<file path="config.mk">
export PLATFORM = sky130hd
export DESIGN_NAME = hotp_code_check
export DESIGN_NICKNAME = d
export VERILOG_FILES = /design/src/rtl/hcc_pkg.sv /design/src/rtl/hcc_ram.sv /design/src/rtl/hcc_sha1_core.sv /design/src/rtl/hcc_mod.sv /design/src/rtl/hotp_code_check.sv
export SDC_FILE = /design/constraint.sdc
export NUM_CORES = 2
export LEC_CHECK = 0
export BUFFER_PORTS_ARGS = -buffer_cell sky130_fd_sc_hd__buf_4
export CAP_MARGIN = 20
export CORE_ASPECT_RATIO = 1.4
export CORE_MARGIN = 2
export CORE_UTILIZATION = 44
export DETAILED_ROUTE_END_ITERATION = 8
export GPL_TIMING_DRIVEN = 0
export PLACE_DENSITY_LB_ADDON = 0.25
export SLEW_MARGIN = 30
export SYNTH_ARGS = -nofsm -noshare
export SYNTH_HDL_FRONTEND = slang
export SYNTH_SLANG_ARGS = --single-unit
export TNS_END_PERCENT = 10
</file>
<file path="constraint.sdc">
create_clock -name clk_i -period 54.3 [get_ports clk_i]
set_input_delay 8.145 -clock clk_i [delete_from_list [all_inputs] [get_ports clk_i]]
set_output_delay 8.145 -clock clk_i [all_outputs]
set_load 0.005 [all_outputs]
</file>
<file path="src/rtl/hcc_pkg.sv">
// ----------------------------------------------------------------------------
// hcc_pkg
// Shared types, constants and block-word builder for the HOTP code checker.
// ----------------------------------------------------------------------------
`default_nettype none

package hcc_pkg;

  localparam int unsigned WORD_W     = 32;
  localparam int unsigned DIGEST_W   = 160;
  localparam int unsigned CODE_OUT_W = 20;
  localparam int unsigned ROUNDS     = 80;

  localparam logic [31:0] IV0 = 32'h67452301;
  localparam logic [31:0] IV1 = 32'hEFCDAB89;
  localparam logic [31:0] IV2 = 32'h98BADCFE;
  localparam logic [31:0] IV3 = 32'h10325476;
  localparam logic [31:0] IV4 = 32'hC3D2E1F0;

  localparam logic [31:0] K0 = 32'h5A827999;
  localparam logic [31:0] K1 = 32'h6ED9EBA1;
  localparam logic [31:0] K2 = 32'h8F1BBCDC;
  localparam logic [31:0] K3 = 32'hCA62C1D6;

  localparam logic [31:0] IPAD_WORD = 32'h36363636;
  localparam logic [31:0] OPAD_WORD = 32'h5C5C5C5C;
  localparam logic [31:0] PAD_ONE   = 32'h80000000;
  localparam logic [31:0] LEN_INNER = 32'd576;
  localparam logic [31:0] LEN_OUTER = 32'd672;

  localparam logic [1:0] CFG_KEY_LOW  = 2'd0;
  localparam logic [1:0] CFG_KEY_MID  = 2'd1;
  localparam logic [1:0] CFG_KEY_HIGH = 2'd2;

  localparam logic [1:0] BLK_IPAD  = 2'd0;
  localparam logic [1:0] BLK_IMSG  = 2'd1;
  localparam logic [1:0] BLK_OPAD  = 2'd2;
  localparam logic [1:0] BLK_OMSG  = 2'd3;

  typedef struct packed {
    logic iv;
    logic start;
  } core_ctl_t;

  function automatic logic [31:0] blk_word(input logic [1:0]   blk,
                                           input logic [3:0]   idx,
                                           input logic [159:0] key,
                                           input logic [63:0]  ctr,
                                           input logic [159:0] inner);
    logic [31:0] kw;
    logic [31:0] dw;
    logic [31:0] r;
    kw = (idx < 4'd5) ? key[DIGEST_W - 1 - 32 * idx -: 32] : 32'h0;
    dw = (idx < 4'd5) ? inner[DIGEST_W - 1 - 32 * idx -: 32] : 32'h0;
    r  = 32'h0;
    unique case (blk)
      BLK_IPAD: r = kw ^ IPAD_WORD;
      BLK_OPAD: r = kw ^ OPAD_WORD;
      BLK_IMSG: begin
        if (idx == 4'd0) r = ctr[63:32];
        else if (idx == 4'd1) r = ctr[31:0];
        else if (idx == 4'd2) r = PAD_ONE;
        else if (idx == 4'd15) r = LEN_INNER;
      end
      BLK_OMSG: begin
        if (idx < 4'd5) r = dw;
        else if (idx == 4'd5) r = PAD_ONE;
        else if (idx == 4'd15) r = LEN_OUTER;
      end
      default: r = 32'h0;
    endcase
    return r;
  endfunction

endpackage

`default_nettype wire

</file>
<file path="src/rtl/hcc_ram.sv">
// ----------------------------------------------------------------------------
// hcc_ram
// Generic single-clock RAM, one write port and one registered read port.
// ----------------------------------------------------------------------------
`default_nettype none

module hcc_ram #(
  parameter int unsigned WIDTH = 32,
  parameter int unsigned DEPTH = 16
) (
  input  wire logic                     clk_i,
  input  wire logic                     we_i,
  input  wire logic [$clog2(DEPTH)-1:0] waddr_i,
  input  wire logic [WIDTH-1:0]         wdata_i,
  input  wire logic [$clog2(DEPTH)-1:0] raddr_i,
  output logic      [WIDTH-1:0]         rdata_o
);

  logic [WIDTH-1:0] mem [DEPTH];

  always_ff @(posedge clk_i) begin
    if (we_i) begin
      mem[waddr_i] <= wdata_i;
    end
    rdata_o <= mem[raddr_i];
  end

endmodule

`default_nettype wire

</file>
<file path="src/rtl/hcc_sha1_core.sv">
// ----------------------------------------------------------------------------
// hcc_sha1_core
// SHA-1 compression, one round per cycle, block words read from the RAM.
// ----------------------------------------------------------------------------
`default_nettype none

module hcc_sha1_core (
  input  wire logic                clk_i,
  input  wire logic                rst_ni,
  input  wire hcc_pkg::core_ctl_t  ctl_i,
  input  wire logic [31:0]         rdata_i,
  output logic      [3:0]          raddr_o,
  output logic                     done_o,
  output logic      [159:0]        digest_o
);

  logic [4:0][31:0]  h_q;
  logic [31:0]       a_q, b_q, c_q, d_q, e_q;
  logic [15:0][31:0] win_q;
  logic [6:0]        rnd_q;
  logic              busy_q, fin_q, done_q;
  logic [31:0]       w, f, k, t, x;

  always_comb begin
    x = win_q[13] ^ win_q[8] ^ win_q[2] ^ win_q[0];
    w = (rnd_q < 7'd16) ? rdata_i : {x[30:0], x[31]};
    if (rnd_q < 7'd20) begin
      f = (b_q & c_q) | (~b_q & d_q);
      k = hcc_pkg::K0;
    end else if (rnd_q < 7'd40) begin
      f = b_q ^ c_q ^ d_q;
      k = hcc_pkg::K1;
    end else if (rnd_q < 7'd60) begin
      f = (b_q & c_q) | (b_q & d_q) | (c_q & d_q);
      k = hcc_pkg::K2;
    end else begin
      f = b_q ^ c_q ^ d_q;
      k = hcc_pkg::K3;
    end
    t = {a_q[26:0], a_q[31:27]} + f + e_q + k + w;
  end

  assign raddr_o  = busy_q ? 4'(rnd_q + 7'd1) : 4'd0;
  assign done_o   = done_q;
  assign digest_o = {h_q[0], h_q[1], h_q[2], h_q[3], h_q[4]};

  always_ff @(posedge clk_i or negedge rst_ni) begin
    if (!rst_ni) begin
      busy_q <= 1'b0;
      fin_q  <= 1'b0;
      done_q <= 1'b0;
      rnd_q  <= 7'd0;
    end else begin
      done_q <= 1'b0;
      if (ctl_i.start) begin
        busy_q <= 1'b1;
        rnd_q  <= 7'd0;
      end else if (busy_q) begin
        rnd_q <= rnd_q + 7'd1;
        if (rnd_q == 7'(hcc_pkg::ROUNDS - 1)) begin
          busy_q <= 1'b0;
          fin_q  <= 1'b1;
        end
      end
      if (fin_q) begin
        fin_q  <= 1'b0;
        done_q <= 1'b1;
      end
    end
  end

  always_ff @(posedge clk_i) begin
    if (ctl_i.iv) begin
      h_q <= {hcc_pkg::IV4, hcc_pkg::IV3, hcc_pkg::IV2, hcc_pkg::IV1, hcc_pkg::IV0};
    end else if (fin_q) begin
      h_q[0] <= h_q[0] + a_q;
      h_q[1] <= h_q[1] + b_q;
      h_q[2] <= h_q[2] + c_q;
      h_q[3] <= h_q[3] + d_q;
      h_q[4] <= h_q[4] + e_q;
    end
    if (ctl_i.start) begin
      a_q <= h_q[0];
      b_q <= h_q[1];
      c_q <= h_q[2];
      d_q <= h_q[3];
      e_q <= h_q[4];
    end else if (busy_q) begin
      a_q <= t;
      b_q <= a_q;
      c_q <= {b_q[1:0], b_q[31:2]};
      d_q <= c_q;
      e_q <= d_q;
      win_q <= {w, win_q[15:1]};
    end
  end

endmodule

`default_nettype wire

</file>
<file path="src/rtl/hcc_mod.sv">
// ----------------------------------------------------------------------------
// hcc_mod
// Remainder by the constant modulus: reciprocal multiply, back-multiply and
// subtract, then one correcting subtract.
// ----------------------------------------------------------------------------
`default_nettype none

module hcc_mod #(
  parameter int unsigned MODULUS = 1000000,
  parameter int unsigned CODE_W  = 20
) (
  input  wire logic              clk_i,
  input  wire logic              rst_ni,
  input  wire logic              start_i,
  input  wire logic [30:0]       value_i,
  output logic                   done_o,
  output logic      [CODE_W-1:0] rem_o
);

  localparam int unsigned MOD_W = $clog2(MODULUS);
  localparam int unsigned SHIFT = MOD_W + 30;
  localparam logic [31:0] RECIP = 32'((64'd1 << SHIFT) / 64'(MODULUS));
  localparam logic [31:0] MOD32 = 32'(MODULUS);

  logic [30:0] val_q;
  logic [62:0] prod_q;
  logic [31:0] rem_q;
  logic [2:0]  stg_q;
  logic        done_q;
  logic [31:0] quo, quo_m;

  assign quo    = 32'(prod_q >> SHIFT);
  assign quo_m  = quo * MOD32;
  assign done_o = done_q;
  assign rem_o  = rem_q[CODE_W-1:0];

  always_ff @(posedge clk_i or negedge rst_ni) begin
    if (!rst_ni) begin
      stg_q  <= 3'd0;
      done_q <= 1'b0;
    end else begin
      stg_q  <= {stg_q[1:0], start_i};
      done_q <= stg_q[2];
    end
  end

  always_ff @(posedge clk_i) begin
    if (start_i) begin
      val_q <= value_i;
    end
    if (stg_q[0]) begin
      prod_q <= 63'(val_q) * 63'(RECIP);
    end
    if (stg_q[1]) begin
      rem_q <= {1'b0, val_q} - quo_m;
    end else if (stg_q[2] && (rem_q >= MOD32)) begin
      rem_q <= rem_q - MOD32;
    end
  end

endmodule

`default_nettype wire

</file>
<file path="src/rtl/hotp_code_check.sv">
// ----------------------------------------------------------------------------
// hotp_code_check
// HOTP check: HMAC-SHA-1 of the counter, dynamic truncation, reduce, compare.
// ----------------------------------------------------------------------------
//  channel | ports                                       | handshake
//  request | counter_i, candidate_code_i                 | in_valid_i / in_stall_o
//  result  | valid_res_o, computed_code_o                | out_valid_o / out_stall_i
//  config  | cfg_index_i, cfg_data_i                     | cfg_valid_i / cfg_ready_o
//
//  Each request runs four SHA-1 compressions; for each, the 16 block words are
//  written to the block RAM through its write port, then 80 rounds run and the
//  digest is added into the chaining state. Remainder and compare follow.
//  One request is worked at a time.
//  Reset clears the key registers and all control state.
//  A stalled result waits in the output register; a new request is taken.
// ----------------------------------------------------------------------------
`default_nettype none

module hotp_code_check #(
  parameter int unsigned CODE_MODULUS = 1000000
) (
  input  wire logic        clk_i,
  input  wire logic        rst_ni,
  input  wire logic        in_valid_i,
  output logic             in_stall_o,
  input  wire logic [63:0] counter_i,
  input  wire logic [19:0] candidate_code_i,
  output logic             out_valid_o,
  input  wire logic        out_stall_i,
  output logic             valid_res_o,
  output logic      [19:0] computed_code_o,
  input  wire logic        cfg_valid_i,
  output logic             cfg_ready_o,
  input  wire logic [1:0]  cfg_index_i,
  input  wire logic [63:0] cfg_data_i
);

  localparam int unsigned CODE_W = $clog2(CODE_MODULUS);

  localparam logic [2:0] ST_IDLE = 3'd0;
  localparam logic [2:0] ST_LOAD = 3'd1;
  localparam logic [2:0] ST_RUN  = 3'd2;
  localparam logic [2:0] ST_MOD  = 3'd3;
  localparam logic [2:0] ST_OUT  = 3'd4;

  logic [2:0]   state_q, state_d;
  logic [63:0]  key_low_q, key_mid_q;
  logic [31:0]  key_high_q;
  logic [63:0]  ctr_q;
  logic [19:0]  cand_q;
  logic [159:0] inner_q;
  logic [1:0]   blk_q;
  logic [3:0]   idx_q;
  logic         out_valid_q, res_q;
  logic [CODE_W-1:0] code_q;

  hcc_pkg::core_ctl_t ctl;
  logic         in_acc, core_done, mod_done, out_free;
  logic [3:0]   raddr;
  logic [31:0]  rdata, wdata;
  logic [159:0] digest;
  logic [7:0]   sh;
  logic [31:0]  tword;
  logic [CODE_W-1:0] rem;

  assign cfg_ready_o = 1'b1;
  assign in_stall_o  = (state_q != ST_IDLE);
  assign in_acc      = in_valid_i && !in_stall_o;
  assign out_free    = !out_valid_q || !out_stall_i;

  assign wdata = hcc_pkg::blk_word(blk_q, idx_q, {key_low_q, key_mid_q, key_high_q},
                                   ctr_q, inner_q);

  assign ctl.iv    = in_acc || (core_done && blk_q == hcc_pkg::BLK_IMSG);
  assign ctl.start = (state_q == ST_LOAD) && (idx_q == 4'd15);

  assign sh    = 8'd128 - {1'b0, digest[3:0], 3'b000};
  assign tword = 32'(digest >> sh);

  hcc_ram #(.WIDTH(32), .DEPTH(16)) u_blk_ram (
    .clk_i   (clk_i),
    .we_i    (state_q == ST_LOAD),
    .waddr_i (idx_q),
    .wdata_i (wdata),
    .raddr_i (raddr),
    .rdata_o (rdata)
  );

  hcc_sha1_core u_core (
    .clk_i    (clk_i),
    .rst_ni   (rst_ni),
    .ctl_i    (ctl),
    .rdata_i  (rdata),
    .raddr_o  (raddr),
    .done_o   (core_done),
    .digest_o (digest)
  );

  hcc_mod #(.MODULUS(CODE_MODULUS), .CODE_W(CODE_W)) u_mod (
    .clk_i   (clk_i),
    .rst_ni  (rst_ni),
    .start_i (core_done && blk_q == hcc_pkg::BLK_OMSG),
    .value_i (tword[30:0]),
    .done_o  (mod_done),
    .rem_o   (rem)
  );

  always_comb begin
    state_d = state_q;
    unique case (state_q)
      ST_IDLE: if (in_acc) state_d = ST_LOAD;
      ST_LOAD: if (idx_q == 4'd15) state_d = ST_RUN;
      ST_RUN: begin
        if (core_done) state_d = (blk_q == hcc_pkg::BLK_OMSG) ? ST_MOD : ST_LOAD;
      end
      ST_MOD:  if (mod_done) state_d = ST_OUT;
      ST_OUT:  if (out_free) state_d = ST_IDLE;
      default: state_d = ST_IDLE;
    endcase
  end

  always_ff @(posedge clk_i or negedge rst_ni) begin
    if (!rst_ni) begin
      state_q     <= ST_IDLE;
      key_low_q   <= 64'h0;
      key_mid_q   <= 64'h0;
      key_high_q  <= 32'h0;
      out_valid_q <= 1'b0;
      blk_q       <= hcc_pkg::BLK_IPAD;
      idx_q       <= 4'd0;
    end else begin
      state_q <= state_d;
      if (cfg_valid_i) begin
        unique case (cfg_index_i)
          hcc_pkg::CFG_KEY_LOW:  key_low_q  <= cfg_data_i;
          hcc_pkg::CFG_KEY_MID:  key_mid_q  <= cfg_data_i;
          hcc_pkg::CFG_KEY_HIGH: key_high_q <= cfg_data_i[31:0];
          default: ;
        endcase
      end
      if (in_acc) begin
        blk_q <= hcc_pkg::BLK_IPAD;
        idx_q <= 4'd0;
      end else if (state_q == ST_LOAD) begin
        idx_q <= idx_q + 4'd1;
      end else if (state_q == ST_RUN && core_done) begin
        blk_q <= blk_q + 2'd1;
      end
      if (state_q == ST_OUT && out_free) begin
        out_valid_q <= 1'b1;
      end else if (!out_stall_i) begin
        out_valid_q <= 1'b0;
      end
    end
  end

  always_ff @(posedge clk_i) begin
    if (in_acc) begin
      ctr_q  <= counter_i;
      cand_q <= candidate_code_i;
    end
    if (core_done && blk_q == hcc_pkg::BLK_IMSG) begin
      inner_q <= digest;
    end
    if (mod_done) begin
      code_q <= rem;
    end
    if (state_q == ST_OUT && out_free) begin
      res_q           <= (code_q == CODE_W'(cand_q));
      computed_code_o <= code_q[19:0];
    end
  end

  assign out_valid_o = out_valid_q;
  assign valid_res_o = res_q;

  a_done_in_run: assert property (@(posedge clk_i) disable iff (!rst_ni)
    core_done |-> state_q == ST_RUN) else $error("digest done outside run");

  a_mod_in_mod: assert property (@(posedge clk_i) disable iff (!rst_ni)
    mod_done |-> state_q == ST_MOD) else $error("remainder done outside mod");

  a_start_block: assert property (@(posedge clk_i) disable iff (!rst_ni)
    ctl.start |=> state_q == ST_RUN) else $error("compression started out of load");

  a_out_loaded: assert property (@(posedge clk_i) disable iff (!rst_ni)
    (state_q == ST_OUT && out_free) |=> out_valid_o) else $error("result dropped");

endmodule

`default_nettype wire

</file>
==> impl_results.md <==
* CP startpoint: in_valid_i
* Top cells by count, synth: edfxtp_1 (1,544), nand2_1 (960), inv_1 (733)
* Mapped Nets at 9,925
* Dpl ws at 43.14 ns
* Post-route ant nets at 0
* Total iterations of the first detailed-routing run at 8
* CP endpoint kind: flop
* Final Non-Filler Cells at 12,450
* Met3 Routed Length at 28.50 mm
* Met1 wire length at 139.6 mm
* DR vias at 73,320
* Worst path slowest cell: clkbuf_1
* Post-CTS Repair Setup Buffers at 0
* Post-route minimum period at 10.31 ns
* First-pass GRT wire length at 540.7 mm
* Number of max-cap violations at 0
* Inst Count DP at 12,070
* Die Y at 587.1 µm
* Avg Inst Size Synth at 12.48 µm²
* Core Box Area at 242,100 µm²
* RSZ-0062 raised after global routing: false
* Tightest Hold Check Type: flop to flop
* P per Cell Area at 55.76 nW/µm²
* Critical Path RT at 54.99 ns
* Worst skew pair latency at 0.92 ns
* Flops & latches, synth at 1,920
* Starting Density at 0.4414
* Port Buffers at 177
* Worst r2r src: u_core.rnd_q[4]
* CP most frequent cell: clkbuf_1
* Static Leak at 0.04700 µW
* Number of global-route vias before repair at 73,710
* Worst setup endpoint: u_core.digest_o[21]
* CTS Root Cell: clkbuf_16
* Fmax at 96.98 MHz
* Yosys top cell by area: edfxtp_1
* Slew margin rel. at 0.2599
* GPL Wtd Cong at 1.014
* Placement row count at 214
* Via density per instance at 5.888
* Clk slew on worst S/H paths at 0.06 ns
* Slew @ Worst Pin at 1.099 ns
* Register area share after synthesis at 0.5130
* Syn. warnings at 0
* Fillers at 21,190
* Post-synth top area share at 0.4339
* Largest net degree at the start of global routing at 78
* Reg2reg path depth at 26
* Final setup viols at 0
* # IOs at 179
* Type of origin of the critical path: input port
* Max incr delay on CP at 0.82 ns
* Most common cell in the netlist: edfxtp_1
* CP arrival at 11.00 ns
* CTS tree: yes
* Critical Path Fanout Max at 10
* # DRC at 0
* Worst reg-to-reg setup slack at 44.88 ns
* Status: completed
* Post-route setup TNS at 0 ns
* Predominant post-synthesis flop cell: edfxtp_1
* Number of clock sinks at 1,920
* Area Growth Syn to Fin at 13.54%
* Worst flop-to-flop path endpoint: u_core.a_q[29]
* Gate Count Post-Synth at 8,562
* Aggregate global-route resource usage at 0.3106
* WL per Instance at 31.16 µm
* WL met2 at 184.6 mm
* Kind of critical path: input port to flop
* Final Skew at 0.1407 ns
* Initial drt markers at 7,583
* Fin crit share at 0.1899
* Top sig layer: met5
* Pins over their slew limit at 0
* Synth area leaders: edfxtp_1 (43%), fa_1 (9.0%), ha_1 (8.5%), dfrtp_1 (4.3%), dfxtp_1 (3.6%)
* Post-CTS resize count at 0
* Final hold violation count at 0
* Number of synthesized flops with an enable pin at 1,544
* Total Power at 6765 µW
* Die Wd at 420.5 µm
* Post-Route WL at 388.0 mm
* H-Tree Depth at 4
* Crit-path cells: buf_4 -> inv_1 -> nor2_4 -> buf_16 -> or2_2 -> buf_2 -> clkbuf_1 -> clkbuf_1 -> nor2_1
* Mapped Area at 106,800 µm²
* Final worst slack at 43.99 ns
* Initial antenna violation count at 35
* Final HPWL DP at 302.1 mm
* Share of cells above drive strength 1 at 0.1195
* Cts hold-fix bufs at 0
* Netlist cell types at 97
* VDD IR-drop max at 75.46 µV
* TritonCTS Buffers at 197
* Die area at 246,900 µm²
* Congestion Overflow GR at 0
* Nets@finish at 10,400
* CTS max path bufs at 4
* Post-Route Utilization at 0.5012
* Asr flop ratio synth at 0.09583
## flip-flops by register name, indices dropped and copies added (netlist names), 64 cells and up
register / cells
ctr_q: 64
inner_q: 160
key_low_q: 64
key_mid_q: 64
u_blk_ram.mem: 512
u_core.digest_o: 160
u_core.win_q: 512
## stage by stage
step                      hold slack [ns]  cell area (µm²)
after floorplan                    0.3543           106900
after global placement             0.3668           112200
after detailed placement           0.3747           114800
after CTS                          0.3527           121200
after global routing               0.3697           121300
final                              0.3437           121300
## final cells by class
cell class                 instances  area [µm²]  share of cell area
buffer                           354        1439             0.01186
sequential                      1920       54820              0.4518
multi-input combinational       5552       48340              0.3985
antenna                           16       40.04           0.0003300
timing repair buffer             275        3447             0.02841
tap                             3240        4054             0.03342
inverter                         736        2763             0.02277
clock buffer                     261        5404             0.04454
clock inverter                    97        1015            0.008364
## per-layer routing
metal / track usage / vias up
li1: - / 31880
met1: 0.3618 / 37020
met2: 0.5129 / 3326
met3: 0.05553 / 1067
met4: 0.2261 / 24
met5: 0 / -
## kinds of logic after synthesis
family          after synthesis  share of synthesized area
xor+xnor                    387                    0.03172
mux                         460                    0.06221
buf+inv                    1090                    0.03861
fa+ha+maj                  1208                     0.1754
compound gates             1667                     0.1024
simple gates               1829                    0.07668
other cells                   1                 0.00003510
flops                      1920                     0.5130
## where the power goes
| group | leakage, µW | internal [µW] | total [µW] | switching (µW) |
|---|---|---|---|---|
| Combinational | 0.0260 | 1090 | 3080 | 1990 |
| Sequential | 0.0178 | 2090 | 2310 | 223 |
| Clock | 0.00312 | 779 | 1380 | 600 |
| Total | 0.0470 | 3950 | 6760 | 2810 |
## cell usage in the layout (no fill, tap or decap), types with 32 or more instances in the layout
master	count
nor2b_1	192
fa_1	483
clkbuf_2	50
dfxtp_1	191
nand2b_1	57
buf_4	184
edfxtp_1	1544
nand2_1	959
xnor2_1	239
a31oi_1	98
o21ai_0	313
clkbuf_1	294
buf_16	58
dfrtp_1	183
a22o_1	34
mux2i_1	132
o211ai_1	32
nor3_1	60
nor2_1	310
a21o_1	105
o21ai_1	62
clkbuf_16	200
a22oi_1	81
a211oi_1	217
nand3_1	48
mux4_2	145
xor2_1	147
inv_1	733
mux2_2	183
o21a_1	49
clkinv_2	33
ha_1	725
buf_2	33
a21oi_1	344
a311oi_1	69
## worst min path at each step
stage | from | to | slack, ns | cells after the start
4_1_cts | u_core.win_q[402] | u_core.win_q[370] | 0.35 | 0
3_3_place_gp | u_mod.stg_q[2] | u_mod.done_o | 0.37 | 0
6_report | u_core.win_q[402] | u_core.win_q[370] | 0.34 | 0
5_1_grt | u_core.win_q[402] | u_core.win_q[370] | 0.37 | 0
3_5_place_dp | u_mod.stg_q[2] | u_mod.done_o | 0.37 | 0
2_1_floorplan | u_mod.stg_q[2] | u_mod.done_o | 0.35 | 0
## critical path, delay by kind of cell
family / cells / cell delay, ns
AND/OR/NAND/NOR: 3 / 0.55
buffers and inverters: 6 / 2.25
(Power assumes the default switching activity.)
